`src/rtl/byte_histogram_top_n_macros.svh`:
```
// ----------------------------------------------------------------------------
// Assertion macros for the byte histogram block.
// Define NO_ASSERTIONS to compile them away.
// ----------------------------------------------------------------------------
`ifndef BYTE_HISTOGRAM_TOP_N_MACROS_SVH
`define BYTE_HISTOGRAM_TOP_N_MACROS_SVH

`ifndef NO_ASSERTIONS
// Combinational condition checked at every clock edge outside reset.
`define BH_ASSERT(lbl, expr, msg) \
  lbl: assert property (@(posedge clk_i) disable iff (!rst_ni) (expr)) else $error(msg);
// Condition in one cycle implies a condition in the following cycle.
`define BH_ASSERT_NEXT(lbl, ante, cons, msg) \
  lbl: assert property (@(posedge clk_i) disable iff (!rst_ni) (ante) |=> (cons)) \
    else $error(msg);
`else
`define BH_ASSERT(lbl, expr, msg)
`define BH_ASSERT_NEXT(lbl, ante, cons, msg)
`endif

`endif

```
`src/rtl/bh_pkg.sv`:
```
// ----------------------------------------------------------------------------
// bh_pkg
// Constants and shared types of the byte histogram with top-N report.
// ----------------------------------------------------------------------------
package bh_pkg;

  localparam int TOP_COUNT   = 10;
  localparam int COUNT_BITS  = 24;
  localparam int NUM_SYMBOLS = 256;
  localparam int SYM_W       = 8;
  localparam int OCC_W       = 24;
  localparam int RANK_W      = 4;
  localparam int IN_TDATA_W  = 8;
  localparam int OUT_TDATA_W = 40;

  localparam logic [COUNT_BITS-1:0] COUNT_MAX  = '1;
  localparam logic [SYM_W-1:0]      SYM_LAST   = SYM_W'(NUM_SYMBOLS - 1);
  localparam logic [RANK_W-1:0]     RANK_FINAL = RANK_W'(TOP_COUNT - 1);

  typedef enum logic [1:0] {
    ST_COUNT,
    ST_DRAIN,
    ST_SCAN,
    ST_EMIT
  } bh_state_e;

  // Commands from the controller to the datapath.
  typedef struct packed {
    logic accept_en;
    logic rank_reset;
    logic scan_start;
    logic load_out;
    logic clear_all;
  } bh_cmd_t;

  // Status from the datapath to the controller.
  typedef struct packed {
    logic last_acc;
    logic pass_done;
    logic found;
    logic is_final;
    logic out_free;
  } bh_stat_t;

endpackage

```
`src/rtl/bh_ctrl.sv`:
```
// ----------------------------------------------------------------------------
// bh_ctrl
// Sequencer: counting, pipeline drain, ranking passes and report emission.
// ----------------------------------------------------------------------------
module bh_ctrl (
  input  logic            clk_i,
  input  logic            rst_ni,
  input  bh_pkg::bh_stat_t stat_i,
  output bh_pkg::bh_cmd_t  cmd_o
);
  import bh_pkg::*;

  bh_state_e state_q, state_d;

  always_ff @(posedge clk_i or negedge rst_ni) begin
    if (!rst_ni) begin
      state_q <= ST_COUNT;
    end else begin
      state_q <= state_d;
    end
  end

  always_comb begin
    state_d = state_q;
    case (state_q)
      ST_COUNT: begin
        if (stat_i.last_acc) state_d = ST_DRAIN;
      end
      ST_DRAIN: begin
        state_d = ST_SCAN;
      end
      ST_SCAN: begin
        if (stat_i.pass_done) state_d = ST_EMIT;
      end
      ST_EMIT: begin
        if (!stat_i.found) begin
          state_d = ST_COUNT;
        end else if (stat_i.out_free) begin
          state_d = stat_i.is_final ? ST_COUNT : ST_SCAN;
        end
      end
      default: state_d = ST_COUNT;
    endcase
  end

  always_comb begin
    cmd_o = '0;
    case (state_q)
      ST_COUNT: begin
        cmd_o.accept_en = 1'b1;
      end
      ST_DRAIN: begin
        // The last item's count is written at the end of this cycle.
        cmd_o.rank_reset = 1'b1;
        cmd_o.scan_start = 1'b1;
      end
      ST_SCAN: begin
        cmd_o = '0;
      end
      ST_EMIT: begin
        if (!stat_i.found) begin
          cmd_o.clear_all = 1'b1;
        end else if (stat_i.out_free) begin
          cmd_o.load_out   = 1'b1;
          cmd_o.clear_all  = stat_i.is_final;
          cmd_o.scan_start = !stat_i.is_final;
        end
      end
      default: cmd_o = '0;
    endcase
  end

endmodule

```
`config.mk`:
```
export PLATFORM = sky130hd
export DESIGN_NAME = bh_ctrl
export DESIGN_NICKNAME = d
export VERILOG_FILES = /design/src/rtl/byte_histogram_top_n_macros.svh /design/src/rtl/bh_pkg.sv /design/src/rtl/bh_ctrl.sv
export SDC_FILE = /design/constraint.sdc
export NUM_CORES = 1
export LEC_CHECK = 0
export ABC_AREA = 1
export BUFFER_PORTS_ARGS = -buffer_cell sky130_fd_sc_hd__buf_2
export CELL_PAD_IN_SITES_DETAIL_PLACEMENT = 2
export CELL_PAD_IN_SITES_GLOBAL_PLACEMENT = 2
export CORE_MARGIN = 4
export CORE_UTILIZATION = 13
export CTS_CLUSTER_DIAMETER = 60
export DETAILED_ROUTE_END_ITERATION = 10
export GPL_ROUTABILITY_DRIVEN = 0
export HOLD_SLACK_MARGIN = 0.12
export PLACE_DENSITY = 0.68
export SLEW_MARGIN = 5
export SYNTH_ARGS = -nofsm -noshare
export SYNTH_HDL_FRONTEND = slang
export SYNTH_SLANG_ARGS = --single-unit
```
`constraint.sdc`:
```
create_clock -name clk_i -period 0.9 [get_ports clk_i]
set_input_delay 0.09 -clock clk_i [delete_from_list [all_inputs] [get_ports clk_i]]
set_output_delay 0.09 -clock clk_i [all_outputs]
set_load 0.005 [all_outputs]
```
Word-level counts from Yosys, hierarchy flattened
Index checks and enable logic that the tools add are counted.

operators by class
  add/sub/neg operators = 0
  multipliers = 0
  eq/ne operators = 6
  bitwise operators = 0
  shift-type cells = 0
  magnitude comparators = 0
  div/mod/pow operators = 0
  mux-type cells = 13
  reduce and logical (&&, ||, !) cells = 3

operator list
  cell                                                              count
  2-bit 2-to-1 mux                                                  7
  2-bit case mux with 4 select lines                                1
  2-bit == test (second input constant)                             2
  2-bit != test (second input constant)                             2
  1-bit 2-to-1 mux                                                  3
  3-bit 2-to-1 mux                                                  1
  3-bit != test (second input constant)                             1
  3-bit AND reduction                                               1
  2-bit by 1-bit == test with 1-bit output (second input constant)  1
  2-bit logical NOT                                                 1
  1-bit case mux with 2 select lines                                1
  1-bit logical NOT                                                 1

storage, ports and cells
  latch bits = 0
  output and inout bits = 5
  memory bits (writable) = 0
  bits of input ports = 7
  register bits after elaboration = 2
  memories = 0
  bits in read-only memories = 0

Depth between registers and ports, before layout
Gate-level depths: netlist of the first run.

  word-level depth = 4
  depth in mapped cells = 6
  depth with buffers taken out = 6

Worst setup path after synthesis of the first run
No wires, ideal clock.

  path kind = register to register
  start point = register state_q[1]
  end point = register state_q[1]
  arrival = 847 ps
  data required time = 784 ps
  path slack = -63 ps
  cell stages (with the launch flop) = 7
  period minus slack after synthesis = 963 ps
  cell sequence = dfrtp_1 nor2_2 nand2_2 nand2_1 nor2_1 nand2_1 nand2_1

on the way
  word-level cells in the longest chain between the ends = 3
  elaborated cells on any way between the ends = 9
  classes of those cells = eq/ne: 6; mux: 1; reduce/logical: 2

RTL lines
  what                                                             line           text
  start: declaration                                               bh_ctrl.sv:13  bh_state_e state_q, state_d;
  start signal: assignment                                         bh_ctrl.sv:19  state_q <= state_d;
  2-bit == test or 2-bit logical NOT (tied branches)               bh_ctrl.sv:25  case (state_q)
  3-bit != test (no source line) or 2-bit != test (tied branches)  n/a
  3-bit AND reduction (no source line)                             n/a

Several ways; a longest one is shown, not always the timed one.
A chain may end at the register's enable or synchronous reset.

Worst setup path in the final report of the first run
Same ends and word-level chain as after synthesis.

==> results.py, run 1 <==
metrics = {
    "finish": {
        "fin_util": 0.300,
        "layout-drive-gt1-share": 0.655,
        "largest_reg_flops": 2,
        "antenna_cells": 0,
        "nets": 64,
        "reg_top3": "state_q (2)",
        "stdcell_count": 70,
        "max_flop_register": "state_q",
        "syn_to_final_growth_pct": 115,
    },
    "logic_synthesis": {
        "synth_area_leaders": "dfrtp_1 28%, nand2_1 14%, inv_1 12%",
        "post_synth_mux_area_share": 0,
        "yosysMostFrequentCell": "nand2_1",
        "yosys_warnings": 0,
        "async_flop_share": 1.00,
        "synth-edff-count": 0,
        "synth_compound_gate_area_share": 0.0828,
        "synthDistinctLibCells": 11,
        "ys_ff_latch": 2,
        "syn_nets": 39,
        "synth_top_area_frac": 0.276,
        "yosys.area_share.xor_xnor": 0,
        "synth_area_leader_cell": "dfrtp_1",
        "synthAdderAreaFrac": 0,
        "synthSimpleGateAreaFrac": 0.497,
        "synth.cell_area_um2": 181,
        "seq_area_frac_synth": 0.276,
        "synth_top_family_by_area": "simple AND/OR/NAND/NOR gates",
        "synth_commonest_cells": "7 x nand2_1, 6 x inv_1, 5 x nor2_1, 3 x nand2_2, 3 x nand3_1",
        "synthCells": 32,
        "synthFlopType": "dfrtp_1",
        "synth_area_per_cell_um2": 5.67,
    },
    "power": {
        "power.density_nw_per_um2": 3400,
        "irDropWorstVdd_mv": 1.21,
        "p_leak_uw": 0.000225,
        "total_power_uw": 1330,
    },
    "placement": {
        "io_buffer_count": 11,
        "hpwl_um": 549,
        "dp.cells": 61,
    },
    "grt": {
        "grt_max_degree": 6,
        "grt_pass1_vias": 326,
        "grt-ovfl-total": 0,
        "antenna_found_initial": 0,
        "grt.total_usage": 0.0902,
        "grt_pass1_wl_um": 1280,
    },
    "timing": {
        "setup_viol": 7,
        "setup_tns_ps": -1310,
        "setup_slack_ps": -235,
        "grt_setup_unrepaired": "true",
        "finalCritPeriodShare": 1.26,
        "min_period_ps": 1130,
        "finalHoldViolations": 0,
        "whs_ps": 182,
        "drv_slew": 0,
        "tightest_slew_ps": 189,
        "fmax_ghz": 0.881,
        "relSlewSlack": 0.873,
        "skew_ps": 0.769,
    },
    "routing": {
        "viasPerCell": 4.36,
        "drt-initial-drc-count": 0,
        "ant_nets": 0,
        "drc": 0,
        "post_drt_wl_per_cell_um": 12.5,
        "wl_um": 873,
        "vias": 305,
        "drt_pass1_iterations": 1,
    },
    "critical_path": {
        "reg2reg_slack_ps": -230,
        "reg2reg_from": "state_q[1]",
        "crit_required_ps": 1010,
        "r2r_cells": 7,
        "crit_type": "reg2reg",
        "r2r-end": "state_q[1]",
        "crit_arrival_ps": 1250,
        "crit_fanout": 4,
        "critPathCaptureType": "register",
        "cp-start-kind": "register",
    },
    "floorplanning": {
        "coreArea_um2": 1300,
        "die_area_um2": 2060,
        "rows": 13,
        "start_util": 0.139,
        "die_h_um": 45.4,
        "ios": 12,
        "die_w_um": 45.4,
    },
    "run": {
        "max_cap_viol_count": 0,
    },
    "status": {
        "status": "complete, but fails checks",
        "violations": "setup timing",
    },
    "clock_network": {
        "clkSinkCount": 2,
        "cts_buffers": 3,
        "htreeDepth": 1,
        "cts_root_buf": "clkbuf_4",
        "clock_latency_ps": 230,
        "cts_tree": "yes",
        "clkTransAtPathRegs_ps": 30,
        "cts_buffer_depth": 2,
    },
    "worst_hold_path": {
        "hp-class": "in2async",
    },
}
==> stage by stage <==
step           setup WS [ps]  cell area [µm²]
2_1_floorplan          -36.6              181
3_3_place_gp            -104              278
3_5_place_dp            -149              278
4_1_cts                 -245              348
5_1_grt                 -317              390
6_report                -235              390
==> where the power goes <==
part | internal [µW] | switching, µW
combinational | 487 | 426
sequential | 149 | 63.6
clock | 147 | 54.8
total | 784 | 544
==> layer usage <==
layer  part of all wire  vias to the layer above  track usage
li1                   -                      146            -
met4              0.053                        0       0.0702
met1               0.33                      143       0.0859
met5                  0                        -            0
met2               0.55                       12        0.167
met3              0.061                        4       0.0159
==> cell families (layout without fill, tap and decap cells) <==
family / Yosys count / after routing
AOI/OAI and AO/OA: 3 / 3
buffers and inverters: 7 / 30
and+or+nand+nor: 20 / 20
DFF: 2 / 2
==> cell type report <==
type,count,area (µm²)
clock buffers,3,22.5
fillers,164,911
inverters,7,26.3
multi-input cells,23,134
flip-flops and latches,2,52.6
well taps,15,18.8
repair buffers,20,136
==> critical path: stages (launching register included) <==
cell	delay (ps)
dfrtp_2	430
buf_6	140
nor2_4	120
nand2_2	80
nand2_2	80
nor2_2	50
nand2_1	60
nand2_1	60
==> how the worst max path moves through the flow <==
| stage | from | to | slack, ps |
|---|---|---|---|
| after floorplan | state_q[1] | state_q[1] | -40 |
| after global placement | state_q[1] | state_q[1] | -100 |
| after detailed placement | state_q[1] | state_q[1] | -150 |
| after CTS | state_q[0] | cmd_o[0] | -240 |
| after global routing | state_q[1] | state_q[1] | -320 |
| final | state_q[1] | state_q[1] | -230 |
==> cells in the final DEF (no fill, tap or decap), drive strengths merged <==
cell type and n:
o21ai 1, a21oi 2, nand3 3, nor3 1, nand2 10, clkbuf 3, buf 19, dlygate4sd3 1
inv 7, dfrtp 2, nor2 6
==> timing repair <==
item                                    in CTS  in global routing
gates resized for setup                      6                  9
buffers inserted                             3                  2
pin swaps                                    2                  6
hold endpoints to repair                     2                  0
endpoints found under the setup margin       7                  7
hold buffers                                 1                  0
Power figures use the tool's default switching activity.
==> inputs of run 2 (changes only) <==
- CORE_AREA: not set -> 4 4 41 43
- CORE_MARGIN: 4 -> not set
- CORE_UTILIZATION: 13 -> not set
- DIE_AREA: not set -> 0 0 45 47
- clock period: 0.9 -> 1.3 ns (I/O delays scaled with it)
==> run 2 against run 1 <==
Effect of this change:
- the run now ends clean
- sequential share of layout area rose by 4.3 points
- utilization fell by 7.8 points
- sequential power fell by 28%
- via count fell by 21%
- first-iteration DRC count rose by 2
- sequential cell count did not move
- critical endpoint is now cmd_o[0]
- setup slack improved by 360 ps
- routed wire length fell by 32%
- combinational power fell by 69%
- count of clock-buffer cells in the layout did not move
- clock skew rose by 8.9 ps
- register-to-register slack improved by 510 ps
==> results.py, run 2 (synthesis results as in run 1) <==
metrics = {
    "routing": {
        "vias": 241,
        "drt_pass1_iterations": 3,
        "post_drt_wl_per_cell_um": 9.53,
        "viasPerCell": 3.89,
        "drt-initial-drc-count": 2,
        "drc": 0,
        "wl_um": 591,
        "ant_nets": 0,
    },
    "finish": {
        "largest_reg_flops": 2,
        "syn_to_final_growth_pct": 59.3,
        "layout-drive-gt1-share": 0.426,
        "fillers": 174,
        "final_cell_mix": "11 x buf_2, 7 x nand2_1, 6 x inv_1",
        "antenna_cells": 0,
        "layout_commonest_cell": "buf_2",
        "final_area_um2": 289,
        "max_flop_register": "state_q",
        "reg_top3": "state_q (2)",
        "nets": 56,
    },
    "floorplanning": {
        "coreArea_um2": 1300,
        "ios": 12,
        "die_area_um2": 2120,
        "rows": 13,
        "start_util": 0.139,
        "die_w_um": 45,
        "die_h_um": 47,
    },
    "critical_path": {
        "critPathCaptureType": "primary output",
        "crit_required_ps": 1170,
        "reg2reg_from": "state_q[1]",
        "r2r-end": "state_q[1]",
        "r2r_cells": 6,
        "crit_family": "flip-flops",
        "crit_fanout": 6,
        "crit_arrival_ps": 1050,
        "critPathBufInv": 2,
        "crit_type": "reg2out",
        "crit_start": "state_q[1]",
        "slowest_delay_ps": 410,
        "reg2reg_slack_ps": 280,
        "cp-start-kind": "register",
        "cpMaxStageDelayCell": "dfrtp_2",
        "crit_chain": "nand2_2 > inv_2 > nand2_1 > nor2_1 > buf_2",
    },
    "grt": {
        "grt_pass1_wl_um": 986,
        "grt_pass1_vias": 247,
        "antenna_found_initial": 0,
        "grt-ovfl-total": 0,
        "grt_max_degree": 7,
        "grt.total_usage": 0.0726,
    },
    "placement": {
        "hpwl_um": 481,
        "dpl-instance-area_um2": 255,
        "io_buffer_count": 11,
    },
    "timing": {
        "grt_setup_unrepaired": "false",
        "fmax_ghz": 0.851,
        "tightest_slew_ps": 188,
        "finalCritPeriodShare": 0.904,
        "min_period_ps": 1180,
        "finalHoldViolations": 0,
        "relSlewSlack": 0.874,
        "skew_ps": 9.66,
        "setup_tns_ps": 0,
        "drv_slew": 0,
        "setup_viol": 0,
    },
    "clock_network": {
        "htreeDepth": 1,
        "cts_root_buf": "clkbuf_4",
        "clkSinkCount": 2,
        "cts_buffers": 3,
        "postCtsSetupBuffers": 0,
        "clock_latency_ps": 230,
        "cts_buffer_depth": 2,
        "clkTransAtPathRegs_ps": 40,
        "cts_tree": "yes",
    },
    "power": {
        "power.density_nw_per_um2": 2010,
        "irDropWorstVdd_mv": 0.427,
        "p_leak_uw": 0.000177,
    },
    "run": {
        "max_cap_viol_count": 0,
    },
    "worst_hold_path": {
        "hp-class": "in2async",
    },
    "status": {
        "status": "complete, no violations",
    },
}
-- run 2: how the worst max path moves through the flow --
stage | end | slack, ps | cells after the start
after floorplan | state_q[1] | 340 | 6
after global placement | state_q[1] | 270 | 6
after detailed placement | state_q[1] | 260 | 6
after CTS | cmd_o[0] | 30 | 5
after global routing | cmd_o[0] | 20 | 5
final | cmd_o[0] | 120 | 5
-- run 2: cell type report --
type,instances,area (µm²),share of cell area
Multi-Input combinational cell,23,105,0.364
Timing Repair Buffer,12,65.1,0.225
Sequential cell,2,51.3,0.177
Inverter,7,26.3,0.0909
Clock buffer,3,22.5,0.0779
Tap cell,15,18.8,0.0649
-- run 2: routing by layer --
metal / vias up / wire (µm) / part of all wire / global-route usage
li1: 126 / - / - / -
met1: 103 / 238 / 0.40 / 0.0771
met2: 10 / 275 / 0.47 / 0.110
met3: 2 / 53 / 0.090 / 0.0268
met4: 0 / 24 / 0.041 / 0.0702
met5: - / 0 / 0 / 0
-- run 2: power by group --
part           switching (µW)  leakage, µW  total, µW  internal (µW)
sequential               53.8    0.0000225        154            100
combinational             161     0.000141        284            123
clock                    41.7    0.0000138        144            102
total                     257     0.000177        582            325
-- run 2: worst register-to-register path, cell delays in order, from the launching register on --
cell,delay (ps)
dfrtp_2,440
nor2_2,180
nand2_2,70
nand2_1,80
nor2_1,40
nand2_1,60
nand2_1,50
-- run 2: repair_timing --
action / in CTS / in global routing
setup endpoints to repair: 0 / 2
endpoints found under the hold margin: 2 / 0
hold buffers: 1 / 0
resized for setup: 0 / 1
-- run 2: stage by stage --
| stage | cells | worst slack, ps | utilization | hold slack [ps] | total power (µW) |
|---|---|---|---|---|---|
| after floorplan | 32 | 337 | - | -166 | 325 |
| after global placement | 58 | 266 | 0.196 | -83.8 | 440 |
| after detailed placement | 58 | 256 | 0.196 | -83.7 | 441 |
| after CTS | 62 | 34.7 | 0.221 | 192 | 597 |
| after global routing | 62 | 17.2 | 0.222 | 242 | 656 |
| final | 62 | 124 | 0.222 | 211 | 582 |
